$ cat src/hdl/qppc_pkg.sv
// Shared constants, types and decode function of the quadrature position P controller.
package qppc_pkg;

    // position count and error widths
    localparam int POS_W      = 32;
    localparam int POS_OUT_W  = 32;
    localparam int TARGET_W   = 32;
    localparam int ERR_W      = POS_W + 1;

    // control and configuration widths
    localparam int GAIN_W     = 16;
    localparam int FRAC_W     = 8;
    localparam int DUTY_W     = 9;
    localparam int DZ_W       = 9;
    localparam int DEADBAND_W = 16;
    localparam int ERRCNT_W   = 16;
    localparam int EFFORT_W   = 16;
    localparam int CFG_DATA_W = 16;
    localparam int CFG_IDX_W  = 2;
    localparam int PWM_TOP    = 400;

    // shared shift-add multiplier
    localparam int MUL_A_W    = ERR_W;
    localparam int MUL_B_W    = GAIN_W;
    localparam int MUL_P_W    = MUL_A_W + MUL_B_W;
    localparam int PROD_HI_W  = MUL_P_W - FRAC_W;

    // dead-zone scaling: product of two duty values, divided by PWM_TOP bit by bit
    localparam int SCALE_W    = 2 * DUTY_W;
    localparam int DIV_CNT_W  = $clog2(SCALE_W);

    typedef enum logic [2:0] {
        OP_ENCODER    = 3'd0,
        OP_MOVE       = 3'd1,
        OP_HOLD       = 3'd2,
        OP_SET_COUNT  = 3'd3,
        OP_SET_EFFORT = 3'd4
    } op_t;

    typedef enum logic [CFG_IDX_W-1:0] {
        CFG_GAIN_NEG  = 2'd0,
        CFG_GAIN_POS  = 2'd1,
        CFG_DEAD_ZONE = 2'd2,
        CFG_DEADBAND  = 2'd3
    } cfg_idx_t;

    // STEP_DEC lowers the count, STEP_INC raises it
    typedef enum logic [1:0] {
        STEP_NONE    = 2'd0,
        STEP_DEC     = 2'd1,
        STEP_INC     = 2'd2,
        STEP_ILLEGAL = 2'd3
    } step_t;

    typedef struct packed {
        logic busy;
        logic done;
    } mul_sts_t;

    // quadrature transition table, previous pair by new pair
    function automatic step_t step_decode(input logic [1:0] prev, input logic [1:0] cur);
        step_t s;
        case ({prev, cur})
            4'b0000, 4'b0101, 4'b1010, 4'b1111: s = STEP_NONE;
            4'b0001, 4'b0111, 4'b1000, 4'b1110: s = STEP_INC;
            4'b0010, 4'b0100, 4'b1011, 4'b1101: s = STEP_DEC;
            default:                            s = STEP_ILLEGAL;
        endcase
        return s;
    endfunction

endpackage

$ cat src/hdl/qppc_mul.sv
// Shift-add multiplier: one multiplier bit per cycle, stops when no set bits remain.
module qppc_mul
    import qppc_pkg::*;
(
    input  logic               aclk,
    input  logic               aresetn,
    input  logic               start,
    input  logic [MUL_A_W-1:0] mul_a,
    input  logic [MUL_B_W-1:0] mul_b,
    output mul_sts_t           sts,
    output logic [MUL_P_W-1:0] prod
);

    logic               busy_reg, busy_next;
    logic               done_reg, done_next;
    logic [MUL_P_W-1:0] acc_reg, acc_next;
    logic [MUL_P_W-1:0] mcand_reg, mcand_next;
    logic [MUL_B_W-1:0] mplier_reg, mplier_next;

    // one partial product per cycle
    always_comb begin
        busy_next   = busy_reg;
        done_next   = 1'b0;
        acc_next    = acc_reg;
        mcand_next  = mcand_reg;
        mplier_next = mplier_reg;
        if (start) begin
            busy_next   = 1'b1;
            acc_next    = '0;
            mcand_next  = MUL_P_W'(mul_a);
            mplier_next = mul_b;
        end else if (busy_reg) begin
            if (mplier_reg[0]) begin
                acc_next = acc_reg + mcand_reg;
            end
            mcand_next  = {mcand_reg[MUL_P_W-2:0], 1'b0};
            mplier_next = {1'b0, mplier_reg[MUL_B_W-1:1]};
            if (mplier_next == '0) begin
                busy_next = 1'b0;
                done_next = 1'b1;
            end
        end
    end

    always_ff @(posedge aclk) begin
        if (!aresetn) begin
            busy_reg <= 1'b0;
            done_reg <= 1'b0;
        end else begin
            busy_reg <= busy_next;
            done_reg <= done_next;
        end
        acc_reg    <= acc_next;
        mcand_reg  <= mcand_next;
        mplier_reg <= mplier_next;
    end

    assign sts  = '{busy: busy_reg, done: done_reg};
    assign prod = acc_reg;

endmodule

$ cat src/hdl/quadrature_position_p_controller_core.sv
// Quadrature position counter with proportional position control, top level.
//
// Requests enter on the s_ channel (valid/ready); each one yields exactly one
// result on the m_ channel, held in an output register until taken.
// Encoder samples, set count, set effort, unused codes and move requests that
// land inside the deadband finish in the idle state: the result is registered
// and valid on the cycle after acceptance. Hold requests run the shift-add
// multiplier over the gain bits, which stops when no set bits remain. Other
// move requests add a second multiply of the saturated duty by the dead-zone
// scale and a restoring divide by the PWM top, one quotient bit per cycle.
// One request is worked on at a time.
// A new request is taken only in idle with the output register free or being
// drained in that cycle; a stalled receiver therefore holds off the input.
// Configuration is written through cfg_we/cfg_index/cfg_data; the user must
// write it only while idle, which the block itself does not enforce.
// Synchronous active-low reset clears position, error count, duty, direction,
// the output register, and loads the default gains, dead zone and deadband.
module quadrature_position_p_controller_core
    import qppc_pkg::*;
(
    input  logic                        aclk,
    input  logic                        aresetn,
    // configuration
    input  logic                        cfg_we,
    input  logic [CFG_IDX_W-1:0]        cfg_index,
    input  logic [CFG_DATA_W-1:0]       cfg_data,
    // request channel
    input  logic                        s_valid,
    output logic                        s_ready,
    input  logic [2:0]                  s_operation,
    input  logic [1:0]                  s_encoder_phases,
    input  logic signed [TARGET_W-1:0]  s_target,
    input  logic signed [TARGET_W-1:0]  s_new_count,
    input  logic signed [EFFORT_W-1:0]  s_effort,
    // result channel
    output logic                        m_valid,
    input  logic                        m_ready,
    output logic signed [POS_OUT_W-1:0] m_position,
    output logic [ERRCNT_W-1:0]         m_illegal_transitions,
    output logic [DUTY_W-1:0]           m_duty,
    output logic                        m_reverse,
    output logic                        m_reached
);

    typedef enum logic [3:0] {
        S_IDLE = 4'b0001,
        S_MUL1 = 4'b0010,
        S_MUL2 = 4'b0100,
        S_DIV  = 4'b1000
    } state_t;

    state_t                  state_reg, state_next;
    logic [POS_W-1:0]        pos_reg, pos_next;
    logic [ERRCNT_W-1:0]     errcnt_reg, errcnt_next;
    logic [1:0]              last_ph_reg, last_ph_next;
    logic [DUTY_W-1:0]       duty_reg, duty_next;
    logic                    dir_reg, dir_next;
    logic                    reached_reg, reached_next;
    logic                    m_valid_reg, m_valid_next;

    logic [GAIN_W-1:0]       gain_neg_reg, gain_pos_reg;
    logic [DZ_W-1:0]         dead_zone_reg;
    logic [DEADBAND_W-1:0]   deadband_reg;

    // working registers of a move or hold request
    logic                    hold_reg, hold_next;
    logic                    neg_reg, neg_next;
    logic                    dir_w_reg, dir_w_next;
    logic [SCALE_W-1:0]      quo_reg, quo_next;
    logic [DUTY_W-1:0]       rem_reg, rem_next;
    logic [DIV_CNT_W-1:0]    div_cnt_reg, div_cnt_next;

    logic                    s_accept;
    op_t                     op;
    step_t                   step;

    logic signed [ERR_W-1:0] err;
    logic [ERR_W-1:0]        err_u;
    logic                    err_neg;
    logic [ERR_W-1:0]        emag;
    logic                    inband;
    logic [GAIN_W-1:0]       gain_sel;

    logic [EFFORT_W:0]       eff_mag;
    logic [DUTY_W-1:0]       eff_sat;

    logic                    mul_start;
    logic [MUL_A_W-1:0]      mul_a;
    logic [MUL_B_W-1:0]      mul_b;
    mul_sts_t                mul_sts;
    logic [MUL_P_W-1:0]      mul_prod;

    logic [PROD_HI_W-1:0]    prod_hi;
    logic                    prod_neg;
    logic [DUTY_W-1:0]       prod_sat;
    logic [DZ_W-1:0]         dz_eff;
    logic [DUTY_W-1:0]       scale_b;

    logic [DUTY_W:0]         rem_t;
    logic                    div_ge;
    logic [DUTY_W-1:0]       div_rem;
    logic [SCALE_W-1:0]      div_quo;
    logic [DUTY_W:0]         duty_sum;
    logic [DUTY_W-1:0]       duty_comp;

    assign s_accept = s_valid && s_ready;
    assign s_ready  = (state_reg == S_IDLE) && (!m_valid_reg || m_ready);
    assign op       = op_t'(s_operation);
    assign step     = step_decode(last_ph_reg, s_encoder_phases);

    // position error and its magnitude
    assign err      = $signed(ERR_W'($signed(pos_reg))) - $signed(ERR_W'(s_target));
    assign err_u    = err;
    assign err_neg  = err[ERR_W-1];
    assign emag     = err_neg ? (~err_u + ERR_W'(1)) : err_u;
    assign inband   = emag < ERR_W'(deadband_reg);
    assign gain_sel = (op == OP_HOLD || s_target[TARGET_W-1]) ? gain_neg_reg : gain_pos_reg;

    // direct effort magnitude, clamped to the PWM top
    assign eff_mag  = s_effort[EFFORT_W-1] ? ((EFFORT_W+1)'(1) << EFFORT_W) - {1'b0, s_effort}
                                           : {1'b0, s_effort};
    assign eff_sat  = (eff_mag > (EFFORT_W+1)'(PWM_TOP)) ? DUTY_W'(PWM_TOP)
                                                         : eff_mag[DUTY_W-1:0];

    // gain product after dropping the Q8.8 fraction
    assign prod_hi  = mul_prod[MUL_P_W-1:FRAC_W];
    assign prod_neg = neg_reg && (prod_hi != '0);
    assign prod_sat = (prod_hi > PROD_HI_W'(PWM_TOP)) ? DUTY_W'(PWM_TOP)
                                                      : prod_hi[DUTY_W-1:0];
    assign dz_eff   = (dead_zone_reg > DZ_W'(PWM_TOP)) ? DZ_W'(PWM_TOP) : dead_zone_reg;
    assign scale_b  = DUTY_W'(PWM_TOP) - DUTY_W'(dz_eff);

    // restoring divide by the PWM top, one quotient bit per step
    assign rem_t    = {rem_reg, quo_reg[SCALE_W-1]};
    assign div_ge   = rem_t >= (DUTY_W+1)'(PWM_TOP);
    assign div_rem  = div_ge ? DUTY_W'(rem_t - (DUTY_W+1)'(PWM_TOP)) : rem_t[DUTY_W-1:0];
    assign div_quo  = {quo_reg[SCALE_W-2:0], div_ge};
    assign duty_sum = {1'b0, div_quo[DUTY_W-1:0]} + (DUTY_W+1)'(dz_eff);
    assign duty_comp = (duty_sum > (DUTY_W+1)'(PWM_TOP)) ? DUTY_W'(PWM_TOP)
                                                         : duty_sum[DUTY_W-1:0];

    qppc_mul u_mul (
        .aclk    (aclk),
        .aresetn (aresetn),
        .start   (mul_start),
        .mul_a   (mul_a),
        .mul_b   (mul_b),
        .sts     (mul_sts),
        .prod    (mul_prod)
    );

    // request sequencer
    always_comb begin
        state_next   = state_reg;
        pos_next     = pos_reg;
        errcnt_next  = errcnt_reg;
        last_ph_next = last_ph_reg;
        duty_next    = duty_reg;
        dir_next     = dir_reg;
        reached_next = reached_reg;
        m_valid_next = m_valid_reg;
        hold_next    = hold_reg;
        neg_next     = neg_reg;
        dir_w_next   = dir_w_reg;
        quo_next     = quo_reg;
        rem_next     = rem_reg;
        div_cnt_next = div_cnt_reg;
        mul_start    = 1'b0;
        mul_a        = emag;
        mul_b        = gain_sel;

        if (m_valid_reg && m_ready) begin
            m_valid_next = 1'b0;
        end

        case (state_reg)
            S_IDLE: begin
                if (s_accept) begin
                    reached_next = 1'b0;
                    case (op)
                        OP_ENCODER: begin
                            case (step)
                                STEP_DEC:     pos_next = pos_reg - POS_W'(1);
                                STEP_INC:     pos_next = pos_reg + POS_W'(1);
                                STEP_ILLEGAL: errcnt_next = errcnt_reg + ERRCNT_W'(1);
                                default:      ;
                            endcase
                            last_ph_next = s_encoder_phases;
                            m_valid_next = 1'b1;
                        end
                        OP_MOVE, OP_HOLD: begin
                            if (op == OP_MOVE && inband) begin
                                // target reached: stop the motor
                                duty_next    = '0;
                                dir_next     = 1'b0;
                                reached_next = 1'b1;
                                m_valid_next = 1'b1;
                            end else begin
                                mul_start  = 1'b1;
                                hold_next  = (op == OP_HOLD);
                                neg_next   = err_neg;
                                state_next = S_MUL1;
                            end
                        end
                        OP_SET_COUNT: begin
                            pos_next     = POS_W'(s_new_count);
                            m_valid_next = 1'b1;
                        end
                        OP_SET_EFFORT: begin
                            dir_next     = s_effort[EFFORT_W-1];
                            duty_next    = eff_sat;
                            m_valid_next = 1'b1;
                        end
                        default: begin
                            m_valid_next = 1'b1;
                        end
                    endcase
                end
            end
            S_MUL1: begin
                if (mul_sts.done) begin
                    if (hold_reg) begin
                        duty_next    = prod_sat;
                        dir_next     = prod_neg;
                        m_valid_next = 1'b1;
                        state_next   = S_IDLE;
                    end else begin
                        // scale by (top - dead zone) before the divide
                        dir_w_next = prod_neg;
                        mul_start  = 1'b1;
                        mul_a      = MUL_A_W'(prod_sat);
                        mul_b      = MUL_B_W'(scale_b);
                        state_next = S_MUL2;
                    end
                end
            end
            S_MUL2: begin
                if (mul_sts.done) begin
                    quo_next     = mul_prod[SCALE_W-1:0];
                    rem_next     = '0;
                    div_cnt_next = '0;
                    state_next   = S_DIV;
                end
            end
            S_DIV: begin
                quo_next     = div_quo;
                rem_next     = div_rem;
                div_cnt_next = div_cnt_reg + DIV_CNT_W'(1);
                if (div_cnt_reg == DIV_CNT_W'(SCALE_W - 1)) begin
                    duty_next    = duty_comp;
                    dir_next     = dir_w_reg;
                    m_valid_next = 1'b1;
                    state_next   = S_IDLE;
                end
            end
            default: begin
                state_next = S_IDLE;
            end
        endcase
    end

    // control state and configuration registers
    always_ff @(posedge aclk) begin
        if (!aresetn) begin
            state_reg     <= S_IDLE;
            pos_reg       <= '0;
            errcnt_reg    <= '0;
            last_ph_reg   <= '0;
            duty_reg      <= '0;
            dir_reg       <= 1'b0;
            reached_reg   <= 1'b0;
            m_valid_reg   <= 1'b0;
            gain_neg_reg  <= GAIN_W'(256);
            gain_pos_reg  <= GAIN_W'(256);
            dead_zone_reg <= '0;
            deadband_reg  <= DEADBAND_W'(10);
        end else begin
            state_reg   <= state_next;
            pos_reg     <= pos_next;
            errcnt_reg  <= errcnt_next;
            last_ph_reg <= last_ph_next;
            duty_reg    <= duty_next;
            dir_reg     <= dir_next;
            reached_reg <= reached_next;
            m_valid_reg <= m_valid_next;
            if (cfg_we) begin
                case (cfg_idx_t'(cfg_index))
                    CFG_GAIN_NEG:  gain_neg_reg  <= cfg_data[GAIN_W-1:0];
                    CFG_GAIN_POS:  gain_pos_reg  <= cfg_data[GAIN_W-1:0];
                    CFG_DEAD_ZONE: dead_zone_reg <= cfg_data[DZ_W-1:0];
                    CFG_DEADBAND:  deadband_reg  <= cfg_data[DEADBAND_W-1:0];
                    default:       ;
                endcase
            end
        end
    end

    // working registers, no reset needed
    always_ff @(posedge aclk) begin
        hold_reg    <= hold_next;
        neg_reg     <= neg_next;
        dir_w_reg   <= dir_w_next;
        quo_reg     <= quo_next;
        rem_reg     <= rem_next;
        div_cnt_reg <= div_cnt_next;
    end

    assign m_valid               = m_valid_reg;
    assign m_position            = pos_reg[POS_OUT_W-1:0];
    assign m_illegal_transitions = errcnt_reg;
    assign m_duty                = duty_reg;
    assign m_reverse             = dir_reg;
    assign m_reached             = reached_reg;

    // a request in flight never overlaps a pending result
    assert property (@(posedge aclk) disable iff (!aresetn)
        (state_reg != S_IDLE) |-> !m_valid_reg)
        else $error("result pending while a request is in flight");

    // duty never exceeds the PWM top
    assert property (@(posedge aclk) disable iff (!aresetn)
        duty_reg <= DUTY_W'(PWM_TOP))
        else $error("duty above PWM top");

    // a reached move leaves the motor stopped
    assert property (@(posedge aclk) disable iff (!aresetn)
        (m_valid_reg && reached_reg) |-> (duty_reg == '0 && !dir_reg))
        else $error("reached with nonzero drive");

    // multiplier completions only where the sequencer waits for them
    assert property (@(posedge aclk) disable iff (!aresetn)
        mul_sts.done |-> (state_reg == S_MUL1 || state_reg == S_MUL2))
        else $error("multiplier done outside a multiply state");

    // a started multiply is running or finished on the next cycle
    assert property (@(posedge aclk) disable iff (!aresetn)
        mul_start |=> (mul_sts.busy || mul_sts.done))
        else $error("multiplier did not start");

endmodule

$ cat config.mk
export PLATFORM = sky130hd
export DESIGN_NAME = quadrature_position_p_controller_core
export DESIGN_NICKNAME = d
export VERILOG_FILES = /design/src/hdl/qppc_pkg.sv /design/src/hdl/qppc_mul.sv /design/src/hdl/quadrature_position_p_controller_core.sv
export SDC_FILE = /design/constraint.sdc
export NUM_CORES = 1
export LEC_CHECK = 0
export BUFFER_PORTS_ARGS = -buffer_cell sky130_fd_sc_hd__buf_4
export CORE_MARGIN = 2
export CORE_UTILIZATION = 55
export DETAILED_ROUTE_END_ITERATION = 8
export PLACE_DENSITY = 0.74
export SLEW_MARGIN = 20
export SYNTH_ARGS = -nofsm -noshare
export SYNTH_HDL_FRONTEND = slang
export SYNTH_HIERARCHICAL = 1
export SYNTH_SLANG_ARGS = --single-unit
export TNS_END_PERCENT = 50
$ cat constraint.sdc
create_clock -name aclk -period 13.5 [get_ports aclk]
set_input_delay 1.35 -clock aclk [delete_from_list [all_inputs] [get_ports aclk]]
set_output_delay 1.35 -clock aclk [all_outputs]
set_load 0.02 [all_outputs]
Yosys cells after proc, flatten, opt, wreduce, memory -nomap -nowiden --
Memory sizes are Yosys's and may differ from the RTL's. Index checks and enable logic that the tools add are counted.
Storage, ports and cells: register bits after elaboration 274, bits in read-only memories 32, input port bits 108, output and inout bits 61, word-level logic and storage cells 172, memories kept 1
Operators by class: $add $sub $neg 11, $lt $le $gt $ge 6, equal/unequal tests 25, mux-type cells 68, bitwise gates (word level) 5, reduce and logical (&&, ||, !) cells 32
Memory list:
- (no name shown) | words 16, width 2, rd ports 1, clocked after Yosys merged registers in 0, wr ports 0, RTL line qppc_pkg.sv:63 | case ({prev, cur})
Operator list (number):
- 2-to-1 mux 33 bit | 6
- case mux 32 bit (2 select lines) | 2
- 2-to-1 mux 9 bit | 11
- 2-to-1 mux 16 bit | 6
- adder 49 bit | 1
- > comparator 41 x 9 -> 1 bit, second input constant | 1
- nonzero test 41 bit | 1
- case mux 18 bit (2 select lines) | 1
- case mux 9 bit (2 select lines) | 2
- adder 33 x 1 -> 33 bit, second input constant | 1
- less-than comparator 33 x 16 -> 1 bit | 1
- inverter 33 bit | 1
- subtractor 32 x 32 -> 33 bit | 1
- adder 32 x 1 -> 32 bit, second input constant | 1
- subtractor 32 x 1 -> 32 bit, second input constant | 1
- case mux 9 bit (3 select lines) | 1
- 2-to-1 mux 4 bit | 6
- 2-to-1 mux 1 bit | 23
- 2-to-1 mux 18 bit | 1
- > comparator 17 x 9 -> 1 bit, second input constant | 1
- 2-to-1 mux 17 bit | 1
- subtractor 17 x 16 -> 17 bit, first input constant | 1
- adder 16 x 1 -> 16 bit, second input constant | 1
- case mux 4 bit (4 select lines) | 1
- other kinds (42) | 74

Logic depth before layout (Yosys ltp) --
depth in word-level cells 11, gate-level depth with buffers 35, depth with buffers taken out 31

Cells and area by module --
Netlist, hierarchy kept.
Modules (own cells, without submodules):
- quadrature_position_p_controller_core | times used 1, cells each 1851, area each 13451.7 µm², seq. area each 3513.4 µm²
- qppc_mul | times used 1, cells each 774, area each 7153.1 µm², seq. area each 2812.7 µm²

Least setup slack after synthesis --
OpenSTA, ideal clock, no wires.
path kind in2reg, from in s_target[0], to reg u_mul.mcand_reg[0], enable pin, setup time 0.373 ns, data arrival time 7.968 ns, data required time 13.127 ns, slack 5.159 ns, stages on the path 31, path buffers 5, cells stage by stage ha_1 -> fa_1 -> nor2b_1 -> o31a_1 -> a21oi_1 -> a2111oi_0 -> nor3b_2 -> o21ai_1 -> clkbuf_1 -> clkbuf_1 -> nor2_1 -> a21oi_1 -> ha_1 -> a21boi_0 -> o21a_1 -> o21a_1 -> o21a_1 -> o21a_1 -> o21ai_0 -> a31oi_1 -> o21ai_0 -> a21o_1 -> o2111ai_1 -> or4_4 -> o211a_1 -> o21ai_2 -> nand2_1 -> clkbuf_1 -> clkbuf_1 -> clkbuf_1 -> or2_2
On the way: word-level cells in the longest chain between the ends 11
RTL lines:
- start: declaration | RTL line quadrature_position_p_controller_core.sv:32 | input logic signed [TARGET_W-1:0] s_target,
- subtractor 32 x 32 -> 33 bit * | RTL line quadrature_position_p_controller_core.sv:112 | assign err = $signed(ERR_W'($signed(pos_reg))) - $signed(ERR_W'(s_target));
- inverter 33 bit | RTL line quadrature_position_p_controller_core.sv:115 | assign emag = err_neg ? (~err_u + ERR_W'(1)) : err_u;
- adder 33 x 1 -> 33 bit | RTL line quadrature_position_p_controller_core.sv:115
- 2-to-1 mux 33 bit * | RTL line quadrature_position_p_controller_core.sv:115
- less-than comparator 33 x 16 -> 1 bit * | RTL line quadrature_position_p_controller_core.sv:116 | assign inband = emag < ERR_W'(deadband_reg);
- logical AND 1 bit * | RTL line quadrature_position_p_controller_core.sv:192 | if (op == OP_MOVE && inband) begin
- 2-to-1 mux 1 bit * | RTL line quadrature_position_p_controller_core.sv:192
- 2-to-1 mux 1 bit * | RTL line quadrature_position_p_controller_core.sv:180 | case (op)
- 2-to-1 mux 1 bit * | RTL line quadrature_position_p_controller_core.sv:178 | if (s_accept) begin
- case mux 1 bit (2 select lines) * | RTL line quadrature_position_p_controller_core.sv:176 | case (state_reg)
- named net mul_start | RTL line quadrature_position_p_controller_core.sv:87 | logic mul_start;
- nonzero test 2 bit (no source line) *
- end signal: assignment | RTL line qppc_mul.sv:54 | mcand_reg <= mcand_next;
- end: declaration | RTL line qppc_mul.sv:17 | logic [MUL_P_W-1:0] mcand_reg, mcand_next;
Mark *: on every way through the listed nets, which the timed path passes. The rest lies on a longest branch. A chain may end at the register's enable or synchronous reset.

Worst setup path in the final report --
from in s_target[0], to reg u_mul.acc_reg[42] (netlist: u_mul/prod[42])
On the way: word-level cells in the longest chain between the ends 10
RTL lines:
- subtractor 32 x 32 -> 33 bit * | RTL line quadrature_position_p_controller_core.sv:112
- inverter 33 bit | RTL line quadrature_position_p_controller_core.sv:115
- adder 33 x 1 -> 33 bit | RTL line quadrature_position_p_controller_core.sv:115
- 2-to-1 mux 33 bit * | RTL line quadrature_position_p_controller_core.sv:115
- less-than comparator 33 x 16 -> 1 bit * | RTL line quadrature_position_p_controller_core.sv:116
- logical AND 1 bit * | RTL line quadrature_position_p_controller_core.sv:192
- 2-to-1 mux 1 bit * | RTL line quadrature_position_p_controller_core.sv:192
- 2-to-1 mux 1 bit * | RTL line quadrature_position_p_controller_core.sv:180
- 2-to-1 mux 1 bit * | RTL line quadrature_position_p_controller_core.sv:178
- case mux 1 bit (2 select lines) * | RTL line quadrature_position_p_controller_core.sv:176
- named net mul_start | RTL line quadrature_position_p_controller_core.sv:87
- end signal: assignment | RTL line qppc_mul.sv:53 | acc_reg <= acc_next;
- end: declaration | RTL line qppc_mul.sv:16 | logic [MUL_P_W-1:0] acc_reg, acc_next;
Marks and branches as above.

==> metrics.txt <==
status=completed; Routed Antenna Nets=0; 1st-iter DRT viols=1668; CP top delay family=compound AO/OA/AOI/OAI gates; CTS sink cnt=274; crit path time final=8680 ps; Hold Crit Class=reg -> reg; Tcrit/Tclk final=64.3%; critical-path maximum fanout=69; Slew Limit Fails=0; setup TNS=0 ps; gr usage total=around 30%; Critical Path Source Type=primary input; TritonCTS buffer count=34; share of layout cells above drive strength 1=12.1%; critical path arrival=roughly 9100 ps; Post-CTS Setup Bufs=0; Port Buf Inserts=168; CTS tree=yes; Seq pwr share=34.7%; crit path buf inv count=6; Root Buffer Master=clkbuf_16; final hold vios=0; Clk pin slew, worst setup/hold paths=60 ps; clock share of power=about a third; slowest CP cell=buf_4; required time of the critical path=13950 ps; routed vias/inst=6.09; Final Setup Violations=0; Peak VDD IR=0.0922 mV; initial antenna violation count=0; slew margin rel.=between 20 and 30%; P&R area growth vs syn=12.8%; Crit. End Element=flip-flop; post-DP HPWL=43.9 mm; most frequent cells in the layout=nand2_1, a21oi_1, nor2_1; share of total power in combinational logic=32.5%; internal power=0.00185 W; Gate Count Post-Synth=2624; Core Box Area=36800 um2; post-synth net total=2880; DR vias=roughly 20000; RSZ-0062 raised after global routing=no; final WL=58.9 mm; YS warnings=6; Post-CTS Resized=0; # nets final=approximately 3000; PwrDens=123 nW/um2; # rows=70; Initial Util=56.0%; grt ovf=0; slowest stage delay, CP=510 ps; maxcap violations=0; gp weighted congestion=around 0.93; Worst Skew=30.8 ps; chip width=a little under 200 um; TritonRoute pass-1 iters=5; H-tree Lvls=2; Psw=0.000997 W; Least-Margin Pin Slew=1070 ps; num ports=169; Netlist Area Pre-Place=around 21000 um2; Sw Share=approximately a third; first-pass GRT wire length=roughly 95 mm; Die Span Y=198 um; placed insts=3147; routed length per instance=18.4 um; Die ar.=39000 um2; Clock Latency Late Sink=550 ps; CTS Buffer Depth=3; Worst Path Class, Setup=in -> reg; largest net degree at the start of global routing=83; post-route insts no fill=3209; vias in the first global route=18544; most common cell type on the critical path=buf_4; CTS Hold Bufs=0; Remaining DRCs=0; leakage power=~10 nW; Fmax achieved=0.115 GHz; most common cell after layout, fill and taps aside=nand2_1; Syn Area/Cell=7.85 um2; Ant. Diodes=0
## power groups by stage
stage / sequential, W / combinational [W] / clock, W
final: 0.000988 / 0.000928 / 0.000934
after global placement: 0.00100 / 0.000891 / 0
after global routing: 0.000994 / 0.00103 / 0.000983
after detailed placement: 0.00100 / 0.000905 / 0
after CTS: 0.000986 / 0.000912 / 0.000950
after floorplan: 0.000980 / 0.000690 / 0
## tightest hold or removal path, cell delays in order, from the launching register on
cell     delay, ps
dfxtp_1        310
nand2_1         50
a21oi_1         50
## metrics by stage
stage | setup WS [ps] | hold WS [ps] | cell area, um2 | total power, W | util [%]
5_1_grt | 4150 | 479 | 23200 | 0.00300 | 63.1
6_report | 4820 | 454 | 23200 | 0.00285 | 63.1
2_1_floorplan | 5160 | 434 | 20600 | 0.00167 | -
3_5_place_dp | 4460 | 448 | 22100 | 0.00191 | 60.0
3_3_place_gp | 4730 | 442 | 22100 | 0.00189 | 60.0
4_1_cts | 4960 | 456 | 23200 | 0.00285 | 63.1
## path summary, 6_finish.rpt
| check | startpoint | end | slack, ps | cells past startpoint |
|---|---|---|---|---|
| max | s_target[0] | u_mul/prod[42] | 4820 | 33 |
| min | gain_neg_reg[5] | gain_neg_reg[5] | 450 | 2 |
| max reg2reg | m_position[0] | u_mul/prod[42] | 5150 | 33 |
| min reg2reg | gain_neg_reg[5] | gain_neg_reg[5] | 450 | 2 |
## layout make-up
type | count | area [um2]
fillers | 3273 | 13600
multi-input cells | 2106 | 13400
flip-flops and latches | 274 | 6330
repair buffers | 185 | 1390
clock buffers | 51 | 1010
well taps | 468 | 586
inverters | 114 | 428
clock inverters | 11 | 136
## metal layers
| layer | vias to the layer above | global-route usage [%] | share of wire (%) |
|---|---|---|---|
| met2 | 671 | 50.4 | 47 |
| met1 | 9192 | 39.4 | 44 |
| met4 | 0 | 8.35 | 2.3 |
| met5 | - | 0 | 0 |
| li1 | 9601 | - | - |
| met3 | 85 | 4.66 | 6.4 |
Note: power is estimated with default switching activity, not from simulation.
